==> src/rtl/mec_pkg.sv <==
`timescale 1ns / 1ps
`default_nettype none
// Shared types and constants for the Mandelbrot escape-time counter.
// No dependencies; every other file of the block imports this package.
package mec_pkg;

    // Width of one input coordinate (signed fixed point).
    localparam int IN_WIDTH = 30;
    // Width of the iteration counter and of the limit register.
    localparam int COUNT_WIDTH = 8;
    // Products are carried modulo 2^64.
    localparam int ACC_WIDTH = 64;
    // Bits of the multiplier operand handled by one cell.
    localparam int DIGIT_W = 16;
    // Limit loaded at reset.
    localparam logic [COUNT_WIDTH-1:0] MAX_ITER_RESET = 8'd14;

    // Sequencer states.
    typedef enum logic [2:0] {
        S_IDLE,
        S_LAUNCH,
        S_WAIT,
        S_DONE
    } t_state;

    // Partial sums of the three products that travel along the cell chain.
    typedef struct packed {
        logic signed [ACC_WIDTH-1:0] rr;
        logic signed [ACC_WIDTH-1:0] ii;
        logic signed [ACC_WIDTH-1:0] ri;
    } t_prod;

    // Strobes decoded from the sequencer state.
    typedef struct packed {
        logic accept;
        logic launch;
        logic update;
        logic load_out;
    } t_ctrl;

endpackage
`default_nettype wire

==> src/rtl/mec_cell.sv <==
`timescale 1ns / 1ps
`default_nettype none
// One cell of the multiplier chain: adds the partial products of its own
// 16-bit digit of z to the running sums and hands them on. Uses mec_pkg.
module mec_cell #(
    parameter int ZW    = 32,
    parameter int INDEX = 0,
    parameter int NCELL = 2
) (
    input  wire logic                 i_clk,
    input  wire logic                 i_rst_n,
    input  wire logic                 i_valid,
    input  wire logic signed [ZW-1:0] i_zr,
    input  wire logic signed [ZW-1:0] i_zi,
    input  wire mec_pkg::t_prod       i_prod,
    output logic                      o_valid,
    output mec_pkg::t_prod            o_prod
);
    import mec_pkg::*;

    localparam int PAD_W = NCELL * DIGIT_W;
    localparam int PW    = ZW + DIGIT_W + 1;
    localparam int SHIFT = INDEX * DIGIT_W;

    logic signed [PAD_W-1:0]     w_pad_r;
    logic signed [PAD_W-1:0]     w_pad_i;
    logic        [DIGIT_W-1:0]   w_slice_r;
    logic        [DIGIT_W-1:0]   w_slice_i;
    logic signed [DIGIT_W:0]     w_d_r;
    logic signed [DIGIT_W:0]     w_d_i;
    logic signed [PW-1:0]        w_p_rr;
    logic signed [PW-1:0]        w_p_ii;
    logic signed [PW-1:0]        w_p_ri;
    logic signed [ACC_WIDTH-1:0] w_t_rr;
    logic signed [ACC_WIDTH-1:0] w_t_ii;
    logic signed [ACC_WIDTH-1:0] w_t_ri;
    t_prod                       n_prod;
    t_prod                       r_prod;
    logic                        r_valid;

    // Pick this cell's digit; only the top digit carries the sign.
    assign w_pad_r   = PAD_W'(i_zr);
    assign w_pad_i   = PAD_W'(i_zi);
    assign w_slice_r = w_pad_r[SHIFT +: DIGIT_W];
    assign w_slice_i = w_pad_i[SHIFT +: DIGIT_W];
    assign w_d_r = (INDEX == NCELL - 1) ? {w_slice_r[DIGIT_W-1], w_slice_r}
                                        : {1'b0, w_slice_r};
    assign w_d_i = (INDEX == NCELL - 1) ? {w_slice_i[DIGIT_W-1], w_slice_i}
                                        : {1'b0, w_slice_i};

    // Partial products of zr*zr, zi*zi and zr*zi for this digit.
    assign w_p_rr = i_zr * w_d_r;
    assign w_p_ii = i_zi * w_d_i;
    assign w_p_ri = i_zr * w_d_i;

    // Weight each partial product by the digit position, modulo 2^64.
    assign w_t_rr = ACC_WIDTH'(w_p_rr) << SHIFT;
    assign w_t_ii = ACC_WIDTH'(w_p_ii) << SHIFT;
    assign w_t_ri = ACC_WIDTH'(w_p_ri) << SHIFT;

    // Accumulate onto the sums handed in by the previous cell.
    always_comb begin
        n_prod.rr = i_prod.rr + w_t_rr;
        n_prod.ii = i_prod.ii + w_t_ii;
        n_prod.ri = i_prod.ri + w_t_ri;
    end

    // Valid travels with the sums; the sums themselves need no reset.
    always_ff @(posedge i_clk) begin
        if (!i_rst_n) begin
            r_valid <= 1'b0;
        end else begin
            r_valid <= i_valid;
        end
        r_prod <= n_prod;
    end

    assign o_valid = r_valid;
    assign o_prod  = r_prod;

endmodule
`default_nettype wire

==> config.mk <==
export PLATFORM = sky130hd
export DESIGN_NAME = mec_cell
export DESIGN_NICKNAME = d
export VERILOG_FILES = /design/src/rtl/mec_pkg.sv /design/src/rtl/mec_cell.sv
export SDC_FILE = /design/constraint.sdc
export NUM_CORES = 2
export LEC_CHECK = 0
export BUFFER_PORTS_ARGS = -buffer_cell sky130_fd_sc_hd__buf_2
export CAP_MARGIN = 0
export CORE_MARGIN = 1
export CORE_UTILIZATION = 59
export CTS_CLUSTER_DIAMETER = 30
export DETAILED_ROUTE_END_ITERATION = 6
export GPL_ROUTABILITY_DRIVEN = 0
export MAX_ROUTING_LAYER = met4
export PLACE_DENSITY = 0.9
export SYNTH_ARGS = -nofsm -noshare
export SYNTH_HDL_FRONTEND = slang
export SYNTH_SLANG_ARGS = --single-unit
==> constraint.sdc <==
create_clock -name i_clk -period 8.47 [get_ports i_clk]
set_input_delay 0.847 -clock i_clk [delete_from_list [all_inputs] [get_ports i_clk]]
set_output_delay 0.847 -clock i_clk [all_outputs]
set_load 0.05 [all_outputs]
# --- Word-level counts from Yosys, hierarchy flattened ---
# Cells that the tools add are included.
op_classes:
  add_sub_neg: 3
  multipliers: 3
ops:
  columns: ["op", "n"]
  rows:
  - ["64-bit by 49-bit adder with 64-bit output", 3]
  - ["32-bit by 17-bit multiplier with 49-bit output", 3]
word_totals:
  ff_bits: 193
  out_inout_bits: 193

# --- Longest topological paths before layout ---
depth:
  word_depth: 2
  mapped_depth: 29
  depth_no_buf: 26

# --- Worst setup path after synthesis ---
# Ideal clock, no wire load.
synth_timing:
  path_type: "input to register"
  from: "input port i_zi[0]"
  to: "register r_prod, in the netlist o_prod[124]"
  required_time_ns: 8.398
  path_buffers: 3
  arrival_ns: 7.865
  setup_slack_ns: 0.534
  stages: 24
  path_cell_list: "clkbuf_1 > clkbuf_1 > nand2_1 > fa_1 > inv_1 > fa_1 > fa_1 > fa_1 > inv_1 > fa_1 > inv_1 > ha_1 > clkbuf_1 > and4_1 > nand3_1 > or4_1 > nor3_1 > o21ai_0 > nand3_1 > a41oi_1 > o31ai_1 > a21oi_1 > a21oi_1 > xor2_1"
synth_lines:
  columns: ["item", "line_no", "rtl"]
  rows:
  - ["start, declared", "mec_cell.sv:14", "input wire logic signed [ZW-1:0] i_zi,"]
  - ["end signal, assigned", "mec_cell.sv:75", "r_prod <= n_prod;"]
  - ["end, declared", "mec_cell.sv:38", "t_prod r_prod;"]

==> metrics <==
result of the run=completed; Finished Layout Cells=9776; height of the die=349 microns; largest stage delay on the critical path=890 ps; FF+latch count, synth=193; sequential area share after synthesis=5.45%; Horiz. Die Dim=349 microns; worst-path maximum fanout=33; number of distinct library cell variants in the gate-level netlist after synthesis=68; minimum clock period after layout=8140 ps; number of sinks handled by clock tree synthesis=193; setup slack of the critical path after layout=335 ps; synthesized area per cell=9.04 sq um; startpoint types=input port; buffer cell driving the clock tree root=sky130_fd_sc_hd__clkbuf_16; number of port buffers=451; synthesis warning total=0; Crit-path slowest cell=sky130_fd_sc_hd__fa_1; initial antenna violation count=30; count of fill cells added during filler insertion=9087; endpoint type of the worst setup path=flip-flop; cells after synthesis=7842; core region area=0.119 sq mm; Final Routed Wirelength=185 mm; Least-Margin Pin Slew=955 ps; met1 track demand over resource in global routing=37.2%; total overflow reported by the global router=0; number of flops mapped to enable cells by yosys=0; type of the most critical hold path=input port to flip-flop; Ports=452; critical path buffer and inverter count=5; clock-pin slew on the worst setup and hold paths=100 ps; simple-gate area share of the yosys netlist=12.0%; RSZ-0062 raised after global routing=false; max-capacitance violation count=0; worst min-delay path startpoint=i_valid; initial core utilization=59.8%; Post-Synthesis Cell Area=0.0709 sq mm; family with the most delay on the worst path=adder cells; post-cts resize count=0; total DRC errors in the routed layout=0; CTS tree=built; worst-case setup slack after placement=19.5 ps; met2 capacity usage during global routing=54.0%; fraction of the mapped netlist area in compound gates=5.74%; total negative slack for setup checks=0 ps; antenna-violating nets left=0; placed instance count=9713; Area growth, synth to finish=6.76%; global-route wire length before repair=301 mm; fraction of the mapped netlist area in adder cells=58.8%; final slew viol count=0; share of post-route cells with drive strength above 1=7.92%; worst hold path endpoint=o_valid$_SDFF_PN0_; share of synthesized flip-flops with an asynchronous set or reset=0%; number of hold buffers added after cts=0; Std-Cell Rows=126; number of buffers on the longest clock path=2; vias per cell=5.49; maximum frequency from static timing analysis=0.123 GHz; first-pass iteration count of the detailed router=7; number of global-route vias before repair=60000; most instantiated flip-flop cell in the synthesis netlist=sky130_fd_sc_hd__dfxtp_1; H-tree depth=4; Critical Path RT=8990 ps; remaining max-slew budget at the tightest pin=36.1%; Via Count=53700; Synth Area in XOR/XNOR=3.15%; Final Hold Slack=461 ps; leading cell type in the layout, fill and taps excluded=sky130_fd_sc_hd__inv_1; iteration-0 DRC count of the detailed router=4642; post-synthesis net count=10300; final count of hold timing violations=0; area of the die=0.121 sq mm; final setup violation count=0; mux cell area share after synthesis=0%; aggregate global-route resource usage=32.9%; half-perimeter wire length after placement=155 mm; total CTS buffers=17; highest-count cells in the layout ignoring fill and taps=sky130_fd_sc_hd__inv_1, sky130_fd_sc_hd__fa_1, sky130_fd_sc_hd__nand2_1, sky130_fd_sc_hd__and2_1, sky130_fd_sc_hd__buf_2; Data arrival, critical path=8660 ps; maximum number of pins on one net before global-route repair=65; Most Crowded Layer GR=met2; main combinational cell family by area after synthesis=adder cells; net total in the final layout=10600; Crit Path Class=input port to flip-flop; fin crit share=96.1%; WHS Path Cells=2; CP most frequent cell=sky130_fd_sc_hd__fa_1; GR Util met3=7.05%; critical-path cell list=buf_2 -> buf_4 -> nand2_1 -> fa_1 -> fa_1 -> fa_1 -> inv_1 -> fa_1 -> fa_1 -> inv_1 -> fa_1 -> inv_1 -> ha_1 -> and4_1 -> nand3_1 -> or4_1 -> nor3_1 -> o21ai_0 -> nand3_1 -> a41oi_1 -> o31ai_1 -> a21oi_1 -> o21ai_1 -> xor2_1; Setup Fix Bufs, Post-CTS=0; final routed wire length divided by cell count=19.0 microns
-- registers in the layout (all words and copies together), names as in the netlist --
register	count
o_prod	192
o_valid	1
-- synthesized netlist by cell type, types with 6 or more instances --
master	count	share of area, %
sky130_fd_sc_hd__maj3_1	6	0.085
sky130_fd_sc_hd__o31ai_1	8	0.085
sky130_fd_sc_hd__o21ai_0	113	0.80
sky130_fd_sc_hd__xor2_1	89	1.1
sky130_fd_sc_hd__nand2b_1	18	0.16
sky130_fd_sc_hd__ha_1	445	7.9
sky130_fd_sc_hd__and2_1	659	5.8
sky130_fd_sc_hd__inv_1	2511	13
sky130_fd_sc_hd__o211ai_1	11	0.12
sky130_fd_sc_hd__and4_1	6	0.074
sky130_fd_sc_hd__fa_1	1799	51
sky130_fd_sc_hd__a21oi_1	201	1.4
sky130_fd_sc_hd__o21a_1	20	0.21
sky130_fd_sc_hd__nand3_1	34	0.24
sky130_fd_sc_hd__dfxtp_1	193	5.5
sky130_fd_sc_hd__nor2_1	119	0.63
sky130_fd_sc_hd__o21bai_1	45	0.48
sky130_fd_sc_hd__nor2b_1	34	0.30
sky130_fd_sc_hd__clkbuf_1	293	1.6
sky130_fd_sc_hd__a21o_1	111	1.2
sky130_fd_sc_hd__a311o_1	7	0.099
sky130_fd_sc_hd__nand4_1	35	0.31
sky130_fd_sc_hd__nor3_1	16	0.11
sky130_fd_sc_hd__or2_2	11	0.097
sky130_fd_sc_hd__nor4_1	7	0.062
sky130_fd_sc_hd__a41oi_1	7	0.087
sky130_fd_sc_hd__xnor2_1	166	2.1
sky130_fd_sc_hd__a31o_2	13	0.16
sky130_fd_sc_hd__a31oi_1	43	0.38
sky130_fd_sc_hd__and3_1	23	0.20
sky130_fd_sc_hd__buf_1	8	0.042
sky130_fd_sc_hd__nand2_1	715	3.8
-- worst max path at each step --
stage / from / end / slack (ps) / cells past startpoint
4_1_cts: i_zi[4] / o_prod[124]$_DFF_P_ / 650 / 24
3_3_place_gp: i_zi[4] / o_prod[124]$_DFF_P_ / 380 / 24
5_1_grt: i_zi[4] / o_prod[126]$_DFF_P_ / 240 / 24
6_report: i_zi[4] / o_prod[126]$_DFF_P_ / 330 / 24
3_5_place_dp: i_zi[4] / o_prod[124]$_DFF_P_ / 20 / 24
2_1_floorplan: i_zi[0] / o_prod[124]$_DFF_P_ / 530 / 24
-- metrics by stage --
step                utilization, %  instance area [sq um]
floorplan                        -                  70900
global placement              63.3                  75000
detailed placement            63.3                  75000
CTS                           63.7                  75600
global route                  63.8                  75600
finish                        63.8                  75600
-- per-layer routing --
metal	share of wire, %	vias to the layer above
li1	-	22900
met1	34	27000
met2	49	2883
met3	9.4	862
met4	6.9	0
met5	0	-
-- cell type report --
cell class / count / area [sq um] / share of cell area, %
well taps: 1600 / 2000 / 2.65
multi-input cells: 4832 / 56400 / 74.6
clock buffers: 18 / 439 / 0.581
clock inverters: 14 / 143 / 0.189
inverters: 2514 / 9440 / 12.5
diodes: 31 / 77.6 / 0.103
flip-flops and latches: 193 / 3860 / 5.11
repair buffers: 574 / 3260 / 4.30
-- cells by family (layout without fill, tap and decap cells) --
kind of cell | Yosys count | count (layout)
flip-flops | 193 | 193
XOR/XNOR | 255 | 255
other | 0 | 31
buffers and inverters | 2817 | 3120
AND/OR/NAND/NOR | 1690 | 1690
adder cells (fa/ha/maj) | 2250 | 2250
AO/OA/AOI/OAI | 637 | 637
Power is not shown: default switching activity piles up to over one toggle a cycle in this logic, so the estimate is an artifact.
