==> src/rtl/mec_pkg.sv <==
`timescale 1ns / 1ps
`default_nettype none
// Shared types and constants for the Mandelbrot escape-time counter.
// No dependencies; every other file of the block imports this package.
package mec_pkg;

    // Width of one input coordinate (signed fixed point).
    localparam int IN_WIDTH = 30;
    // Width of the iteration counter and of the limit register.
    localparam int COUNT_WIDTH = 8;
    // Products are carried modulo 2^64.
    localparam int ACC_WIDTH = 64;
    // Bits of the multiplier operand handled by one cell.
    localparam int DIGIT_W = 16;
    // Limit loaded at reset.
    localparam logic [COUNT_WIDTH-1:0] MAX_ITER_RESET = 8'd14;

    // Sequencer states.
    typedef enum logic [2:0] {
        S_IDLE,
        S_LAUNCH,
        S_WAIT,
        S_DONE
    } t_state;

    // Partial sums of the three products that travel along the cell chain.
    typedef struct packed {
        logic signed [ACC_WIDTH-1:0] rr;
        logic signed [ACC_WIDTH-1:0] ii;
        logic signed [ACC_WIDTH-1:0] ri;
    } t_prod;

    // Strobes decoded from the sequencer state.
    typedef struct packed {
        logic accept;
        logic launch;
        logic update;
        logic load_out;
    } t_ctrl;

endpackage
`default_nettype wire

==> src/rtl/mec_step.sv <==
`timescale 1ns / 1ps
`default_nettype none
// Round update: rescales the finished products, tests the escape bound and
// forms the next z. Combinational; uses mec_pkg.
module mec_step #(
    parameter int WORD_WIDTH = 32,
    parameter int FRAC_BITS  = 27,
    parameter int ZW         = 32
) (
    input  wire mec_pkg::t_prod                       i_prod,
    input  wire logic signed [mec_pkg::IN_WIDTH-1:0]  i_c_real,
    input  wire logic signed [mec_pkg::IN_WIDTH-1:0]  i_c_imag,
    output logic                                      o_escape,
    output logic signed [ZW-1:0]                      o_zr,
    output logic signed [ZW-1:0]                      o_zi
);
    import mec_pkg::*;

    localparam logic signed [ACC_WIDTH-1:0] FOUR = 64'sd4 <<< FRAC_BITS;

    logic signed [ACC_WIDTH-1:0]  w_zr2;
    logic signed [ACC_WIDTH-1:0]  w_zi2;
    logic signed [ACC_WIDTH-1:0]  w_cross;
    logic signed [ACC_WIDTH-1:0]  w_mag;
    logic signed [ACC_WIDTH-1:0]  w_sum_r;
    logic signed [ACC_WIDTH-1:0]  w_sum_i;
    logic signed [WORD_WIDTH-1:0] w_wrap_r;
    logic signed [WORD_WIDTH-1:0] w_wrap_i;

    // Drop the fraction bits; the cross term keeps one extra bit for the factor 2.
    assign w_zr2   = $signed(i_prod.rr) >>> FRAC_BITS;
    assign w_zi2   = $signed(i_prod.ii) >>> FRAC_BITS;
    assign w_cross = $signed(i_prod.ri) >>> (FRAC_BITS - 1);

    // Escape when the magnitude squared exceeds four.
    assign w_mag    = w_zr2 + w_zi2;
    assign o_escape = (w_mag > FOUR);

    // Next z, wrapped to the word width and extended back to the z register.
    assign w_sum_r  = w_zr2 - w_zi2 + ACC_WIDTH'(i_c_real);
    assign w_sum_i  = w_cross + ACC_WIDTH'(i_c_imag);
    assign w_wrap_r = w_sum_r[WORD_WIDTH-1:0];
    assign w_wrap_i = w_sum_i[WORD_WIDTH-1:0];
    assign o_zr     = ZW'(w_wrap_r);
    assign o_zi     = ZW'(w_wrap_i);

endmodule
`default_nettype wire
==> config.mk <==
export PLATFORM = sky130hd
export DESIGN_NAME = mec_step
export DESIGN_NICKNAME = d
export VERILOG_FILES = /design/src/rtl/mec_pkg.sv /design/src/rtl/mec_step.sv
export SDC_FILE = /design/constraint.sdc
export NUM_CORES = 1
export LEC_CHECK = 0
export BUFFER_PORTS_ARGS = -buffer_cell sky130_fd_sc_hd__buf_4
export CAP_MARGIN = 20
export CORE_MARGIN = 3
export CORE_UTILIZATION = 40
export DETAILED_ROUTE_END_ITERATION = 8
export PLACE_DENSITY = 0.67
export SLEW_MARGIN = 20
export SYNTH_ARGS = -nofsm -noshare
export SYNTH_HDL_FRONTEND = slang
export SYNTH_SLANG_ARGS = --single-unit
export TNS_END_PERCENT = 30
==> constraint.sdc <==
create_clock -name vclk -period 5
set_clock_uncertainty 0.1 [all_clocks]
set_input_delay 0.5 -clock vclk [all_inputs]
set_output_delay 0.5 -clock vclk [all_outputs]
set_load 0.02 [all_outputs]
=== Yosys cells after proc, flatten, opt, wreduce, memory -nomap -nowiden ===
Index checks and enable logic that the tools add are counted.

* Bits in registers: 0
* Output and inout port bits: 65
* Input port bits: 252
* Logic and storage cells: 5

* Add/subtract/negate cells: 4
* Order comparisons: 1

{| class="wikitable"
|+ Operators by type and width
! kind !! count
|-
| 32-bit by 30-bit adder with 32-bit output || 2
|-
| 37-bit by 37-bit adder with 38-bit output || 1
|-
| 38-bit by 31-bit > comparator with 1-bit output, second input constant || 1
|-
| 32-bit subtractor || 1
|}

=== Depth between registers and ports, before layout ===
Gate-level depths: netlist of run 1.

* Depth in word-level cells: 2
* Gate-level depth with buffers: 17
* Gate-level depth less buffers: 17

=== Least setup slack after synthesis of run 1 ===
Ideal clock, no wire load.

* Kind: in2out
* Start: input i_prod[156] (netlist bit)
* End: output o_zr[29]
* Slack: 0.512 ns
* Arrival: 3.888 ns
* Required time: 4.400 ns
* Cell stages on the path: 15
* Buffers on the path: 0
* Cells stage by stage: inv_1 fa_1 inv_1 ha_1 a211oi_1 nor2_1 o41a_1 a21bo_2 a31oi_1 a211oi_1 a41o_1 or4_1 a31oi_1 o21bai_1 xor2_1

* Word-level cells in the longest chain between the ends: 2

{| class="wikitable"
|+ Ends and longest elaborated chain
! item !! RTL line !! source
|-
| from (decl) || mec_step.sv:10 || <nowiki>input wire mec_pkg::t_prod i_prod,</nowiki>
|-
| 32-bit subtractor || mec_step.sv:40 || <nowiki>assign w_sum_r = w_zr2 - w_zi2 + ACC_WIDTH'(i_c_real);</nowiki>
|-
| 32-bit by 30-bit adder with 32-bit output || mec_step.sv:40 ||
|-
| to (decl) || mec_step.sv:14 || <nowiki>output logic signed [ZW-1:0] o_zr,</nowiki>
|}

Every way passes these cells.

=== Worst setup path in the final report of run 1 ===
* Start: input i_prod[92] (netlist bit)
* End: output o_zr[29]

The elaborated chain is that of the path after synthesis.

==> results of run 1 <==
==> repair_timing <==
action,CTS,global route
setup endpoints to repair,2,5
buffers inserted,0,0
pin swaps,0,3
gates resized for setup,2,5
==> cell type report <==
type,count,share of cell area
Tap cell,225,0.02965
Multi-Input combinational cell,815,0.6865
Inverter,190,0.07512
Timing Repair Buffer,264,0.2088
==> through the flow <==
step                instances  total power [uW]  hold slack (ps)    util
floorplan                1021              1150             1100       -
global placement         1494              1806             1213  0.5377
detailed placement       1494              1822             1218  0.5377
CTS                      1494              1835             1219  0.5383
global route             1494              2015             1238  0.5395
finish                   1494              1836             1216  0.5395
==> cell families (layout without fill, tap and decap cells) <==
logic type                 count (synthesis)  in the layout
xor gates and xnor gates                  63             63
muxes                                      5              5
AOI/OAI and AO/OA                        291            291
buffers and inverters                    206            454
and+or+nand+nor                          293            293
adders and majority gates                163            163
==> how the worst max path moves through the flow <==
stage	slack, ps	from	depth (start not counted)	endpoint
finish	170	i_prod[92]	17	o_zr[29]
global route	-40	i_prod[92]	17	o_zr[29]
CTS	50	i_prod[93]	17	o_zr[30]
detailed placement	-40	i_prod[93]	17	o_zr[30]
global placement	30	i_prod[93]	17	o_zr[30]
floorplan	510	i_prod[156]	15	o_zr[29]
==> power by group through the flow <==
| stage | clock, uW | sequential [uW] | combinational (uW) |
|---|---|---|---|
| detailed placement | 0 | 0 | 1820 |
| global route | 0 | 0 | 2020 |
| finish | 0 | 0 | 1840 |
| floorplan | 0 | 0 | 1150 |
| CTS | 0 | 0 | 1830 |
| global placement | 0 | 0 | 1810 |
==> cell usage in the layout (no fill, tap or decap), types with 14 or more instances in the layout <==
master / Yosys / routed
nor3_1: 34 / 34
fa_1: 33 / 33
nor2_1: 95 / 95
and3_1: 14 / 14
a21o_1: 25 / 25
buf_4: 3 / 264
inv_1: 188 / 188
xnor2_1: 53 / 53
a211oi_1: 18 / 17
ha_1: 130 / 130
a21oi_1: 68 / 68
nand2_1: 30 / 30
nand2b_1: 21 / 21
o21a_1: 15 / 15
nor2b_1: 19 / 19
o21ai_0: 50 / 49
==> layer usage <==
metal | part of all wire | vias up | routed length [um]
li1 | - | 4050 | -
met2 | 0.47 | 220 | 9982
met1 | 0.45 | 3607 | 9566
met3 | 0.073 | 20 | 1566
met4 | 0.013 | 0 | 278
met5 | 0 | - | 0
==> critical path: stages <==
cell	delay [ps]
buf_4	130
fa_1	590
inv_1	60
ha_1	320
a211oi_2	210
nor2_1	90
o41a_1	370
a21bo_2	260
a31oi_1	160
buf_4	150
a211oi_1	90
a41o_1	280
or4_4	430
a31oi_1	190
o21bai_1	100
xor2_1	150
buf_4	160
==> key figures, run 1 <==
Outcome
  • Status: complete, no violations

Finish
  • Nets: 1686
  • # diodes: 0
  • Clkbuf count: 0
  • Area grow syn2layout: 30.15%
  • Fill cells: 1834
  • Post-route cell area: 0.009494 mm2
  • Seq_cells: 0
  • Layout cells sized above 1: 0.2348
  • Total area of sequential cells: 0 um2
  • Area of the multi-input gates: 0.006518 mm2

Clocking
  • CTS Hold Bufs: 0

Route
  • Final WL: 21.39 mm
  • DRC: 0
  • First drt pass iteration count: 5
  • Final ANT Viol Nets: 0
  • Drt initial violations: 386
  • Vias per cell: 5.286
  • Post-DR wirelength/cell: 14.32 um
  • Via count: 7897

Placement
  • Setup WS pre-CTS: -37.53 ps
  • Port buffer count: 231
  • Dpl cell area: 0.009462 mm2
  • Placer Congestion: 0.9248
  • Post-DP HPWL: 18.95 mm

Synth
  • Synth Area in Simple Gates: 0.2108
  • Synth Area in XOR/XNOR: 0.07564
  • Syn Inst Count: 1021
  • Syn_area_per_cell: 7.144 um2
  • Post-Syn Nets: 1436
  • Yosys cell types: 78
  • Share of the synthesized area in the top cell type: 0.2230
  • Largest family of logic cells by synthesized area: adder cells
  • Cell with the most instances after synthesis: inv_1
  • Proportion of synthesized area in mux cells: 0.006861
  • Synth area leaders: ha_1 22%, inv_1 9.7%, fa_1 9.1%, xnor2_1 6.4%, nor2_1 4.9%
  • Seq/Total Area, Yosys: 0
  • Most instantiated cells after synthesis: 188 x inv_1, 130 x ha_1, 95 x nor2_1
  • Synth area leader: ha_1
  • Compound-gate portion of the synthesized area: 0.2822
  • Adder-cell share of the synthesized area: 0.3136
  • YS warnings: 0
  • Post-Syn Area: 0.007294 mm2

STA
  • Period utilisation layout: 0.9654
  • Unrepaired setup endpoints after global routing: true
  • Slew Limit Fails: 0
  • Worst-margin pin slew: 691.7 ps
  • Fin Setup TNS: 0 ps
  • Hold Vio Cnt, Final: 0
  • Period minus WS final: 4827 ps
  • Slew margin rel.: 0.5346
  • Final WS setup: 173.2 ps
  • Final number of setup-violating endpoints: 0
  • Achievable Freq: 0.2072 GHz

Worst setup path
  • CP Launch Type: input pin
  • Max Fanout on Critical Path: 3
  • CP endpoint kind: output pin
  • Critical path class: input pin to output pin
  • Worst EP required: 4400 ps
  • Arr. time, crit path: 4230 ps

Global routing
  • Met3 Resource Use GR: 0.03697
  • First-pass GRT wire length: 34.90 mm
  • All-Layer GR Usage: 0.2029
  • Largest net degree at the start of global routing: 14
  • Layer with the highest usage: met2
  • Gr ovfl total: 0
  • Vias in the first global route: 7417
  • Met2 Use GR: 0.3503
  • Antenna violations before repair: 0
  • Met1 Usage GRT: 0.2720

Power and ir drop
  • Int Power: 826.0 uW
  • Power share of the clock group: 0
  • Comb power frac: 1.000
  • Switching part of the total: 0.5502
  • Register share of total power: 0
  • Worst IR Drop VDD: 0.1880 mV
  • Pwr Density: 193.4 mW/mm2
  • P_leak: 0.005082 uW
  • Switching power: 1010 uW

Hold path
  • HP Start: i_c_imag[0]
  • HP Class: input pin to output pin
  • WHS Path Cells: 3
  • Hold Path Sink: o_zi[0]

Die
  • Site Rows: 48
  • Initial Util: 0.4145
  • Die area: 0.01989 mm2
  • Die H: 141.0 um
  • # IOs: 317
  • Die Wd: 141.0 um
  • Core ar.: 0.01760 mm2

Flow run
  • Max-cap viol count: 0
No activity file was read; power rests on OpenSTA's default activity.
==> run 2: changes to the inputs <==
Settings changed: ABC_AREA from default to 1, PLACE_DENSITY 0.67 to 0.66, REMOVE_ABC_BUFFERS from default to 1.
==> run 2 against run 1 <==
  * Via count up 16%
  * Design area up 6.2%
  * Hold slack worse by 4.2 ps
  * Combinational power up 3%
  * Largest cell class unchanged
  * Critical path depth down 2
  * Maximum frequency up 25%
  * Global-route usage up 2.6 points
  * Wire length up 21%
  * Die area up 9.5%
==> key figures, run 2 <==
Worst setup path
  • Worst path buffer plus inverter count: 3 (-1)
  • Cell mode on critical path: nand2_1
  • Arr. time, crit path: 3270 ps (-960 ps)
  • Max Fanout on Critical Path: 4 (+1)
  • CP Launch Type: input pin
  • Worst EP required: 4400 ps (about the same)
  • Worst Setup SP: i_prod[156]
  • CP Cell Sequence: buf_4 -> inv_1 -> fa_1 -> fa_1 -> o21ai_0 -> nand4_1 -> nand3_1 -> nand2_1 -> nand2_1 -> nand2_1 -> nand2_2 -> nand2_1 -> nand2_1 -> xor2_1 -> buf_4
  • Crit-path slowest cell: fa_1
  • CP endpoint kind: output pin
  • Max stage delay on crit path: 550 ps (-40 ps)
  • Critical path class: input pin to output pin
  • CP top delay family: adder cells

Die
  • Site Rows: 51 (+6.3%)
  • Die H: 147.6 um (+4.6%)
  • Die area: 0.02178 mm2 (+9.5%)
  • Core ar.: 0.01959 mm2 (+11%)
  • Initial Util: 0.4093 (-0.005196)
  • Die Wd: 147.6 um (+4.6%)
  • # IOs: 317 (unchanged)

STA
  • Worst-margin pin slew: 585.8 ps (-106.0 ps)
  • Final number of setup-violating endpoints: 0 (unchanged)
  • Hold Vio Cnt, Final: 0 (unchanged)
  • Achievable Freq: 0.2586 GHz (+25%)
  • Period minus WS final: 3868 ps (-959.3 ps)
  • Unrepaired setup endpoints after global routing: false
  • Slew margin rel.: 0.6054 (+0.07077)
  • Slew Limit Fails: 0 (unchanged)
  • Final WS setup: 1132 ps (+959.3 ps)
  • Period utilisation layout: 0.7735 (-0.1919)
  • Fin Setup TNS: 0 ps (unchanged)

Route
  • Drt initial violations: 496 (+28%)
  • DRC: 0 (unchanged)
  • Final WL: 25.96 mm (+21%)
  • Post-DR wirelength/cell: 13.52 um (-5.6%)
  • Vias per cell: 4.759 (-10%)
  • Final ANT Viol Nets: 0 (unchanged)
  • Via count: 9137 (+16%)
  • First drt pass iteration count: 5 (unchanged)

Finish
  • Post-route cell area: 0.01008 mm2 (+6.2%)
  • Commonest cells after routing, fill and taps aside: 373 x nand2_1, 368 x inv_1, 231 x buf_4, 136 x nor2_1, 130 x ha_1
  • # diodes: 0 (unchanged)
  • Clkbuf count: 0 (unchanged)
  • Area grow syn2layout: 25.76%
  • Seq_cells: 0 (unchanged)
  • Nets: 2072 (+23%)
  • Commonest non-fill, non-tap cell in the layout: nand2_1
  • Layout cells sized above 1: 0.1686 (-0.06625)
  • Total area of sequential cells: 0 um2 (unchanged)

Flow run
  • Max-cap viol count: 0 (unchanged)

Power and ir drop
  • Register share of total power: 0 (unchanged)
  • Int Power: 744.4 uW (-9.9%)
  • Switching power: 1145 uW (+13%)
  • Worst IR Drop VDD: 0.09943 mV (-47%)
  • Tot Pwr: 1890 uW (+2.9%)
  • Comb power frac: 1.000 (about the same)
  • Switching part of the total: 0.6061 (+0.05589)
  • Pwr Density: 187.4 mW/mm2 (-3.1%)
  • Power share of the clock group: 0 (unchanged)
  • P_leak: 0.006067 uW (+19%)

Synth
  • YS warnings: 0 (unchanged)
  • Seq/Total Area, Yosys: 0 (unchanged)
  • Syn_area_per_cell: 5.631 um2 (-21%)
  • Post-Syn Area: 0.008019 mm2 (+9.9%)
  • Share of the synthesized area in the top cell type: 0.2028 (-0.02014)
  • Cell with the most instances after synthesis: nand2_1
  • Yosys cell types: 36 (-54%)
  • Synth area leaders: ha_1 20%, nand2_1 17%, inv_1 17%, fa_1 8.2%, nor2_1 6.4%
  • Most instantiated cells after synthesis: 373 x nand2_1, 368 x inv_1, 136 x nor2_1
  • Synth area leader: ha_1
  • Syn Inst Count: 1424 (+39%)

Hold path
  • Hold Path Sink: o_zi[0]
  • HP Class: input pin to output pin
  • WHS Path Cells: 3 (unchanged)
  • HP Start: i_c_imag[0]

Clocking
  • Post-CTS Resized: 0 (-2)
  • CTS Hold Bufs: 0 (unchanged)
  • Post-CTS setup buffer count: 0 (unchanged)

Placement
  • Dpl cell area: 0.01008 mm2 (+6.6%)
  • Port buffer count: 231 (unchanged)
  • Setup WS pre-CTS: 1097 ps (+1134 ps)
  • Placer Congestion: 0.9618 (+4.0%)
  • Post-DP HPWL: 23.70 mm (+25%)

Outcome
  • Status: complete, no violations

Global routing
  • Met1 Usage GRT: 0.3005 (+0.02849)
  • All-Layer GR Usage: 0.2291 (+0.02617)
  • Met2 Use GR: 0.4173 (+0.06700)
  • Gr ovfl total: 0 (unchanged)
  • Largest net degree at the start of global routing: 8 (-6)
  • Vias in the first global route: 8835 (+19%)
  • Met3 Resource Use GR: 0.01655 (-0.02042)
  • Antenna violations before repair: 0 (unchanged)
  • Layer with the highest usage: met2
  • First-pass GRT wire length: 41.83 mm (+20%)
==> run 2: layer usage <==
layer / share of wire / up-vias / routed length [um]
li1: - / 4790 / -
met2: 0.47 / 256 / 12320
met5: 0 / - / 0
met4: 0.021 / 0 / 556
met1: 0.45 / 4055 / 11770
met3: 0.050 / 36 / 1310
==> run 2: metrics by stage <==
| step | instances | util | hold slack, ps |
|---|---|---|---|
| after global placement | 1920 | 0.5148 | 1211 |
| after global routing | 1920 | 0.5148 | 1230 |
| after floorplan | 1424 | - | 1100 |
| final | 1920 | 0.5148 | 1212 |
| after CTS | 1920 | 0.5148 | 1216 |
| after detailed placement | 1920 | 0.5148 | 1215 |
==> run 2: power groups by stage <==
stage | registers (uW) | clock network [uW] | logic, uW
after global routing | 0 | 0 | 2090
after detailed placement | 0 | 0 | 1880
after global placement | 0 | 0 | 1870
final | 0 | 0 | 1890
after floorplan | 0 | 0 | 1180
after CTS | 0 | 0 | 1890
==> run 2: area by class of cell <==
cell class                 instances  area [um2]
timing repair buffer             231        1734
inverter                         380        1426
multi-input combinational       1044        6593
tap                              265       331.6
fill                            2069        9505
==> run 2: kinds of logic (layout without fill, tap and decap cells) <==
| family | Yosys count | count (layout) | share of synthesized area |
|---|---|---|---|
| simple gates | 624 | 624 | 0.3252 |
| buf+inv | 380 | 611 | 0.1779 |
| compound gates | 186 | 186 | 0.1342 |
| fa+ha+maj | 163 | 163 | 0.2852 |
| xor+xnor | 71 | 71 | 0.07755 |
==> run 2: worst max path at each step <==
stage	end	slack, ps	cells past startpoint
4_1_cts	o_zr[28]	1100	15
3_3_place_gp	o_zr[28]	1130	15
2_1_floorplan	o_zr[28]	1610	13
3_5_place_dp	o_zr[28]	1100	15
5_1_grt	o_zr[23]	900	17
6_report	o_zr[30]	1130	15
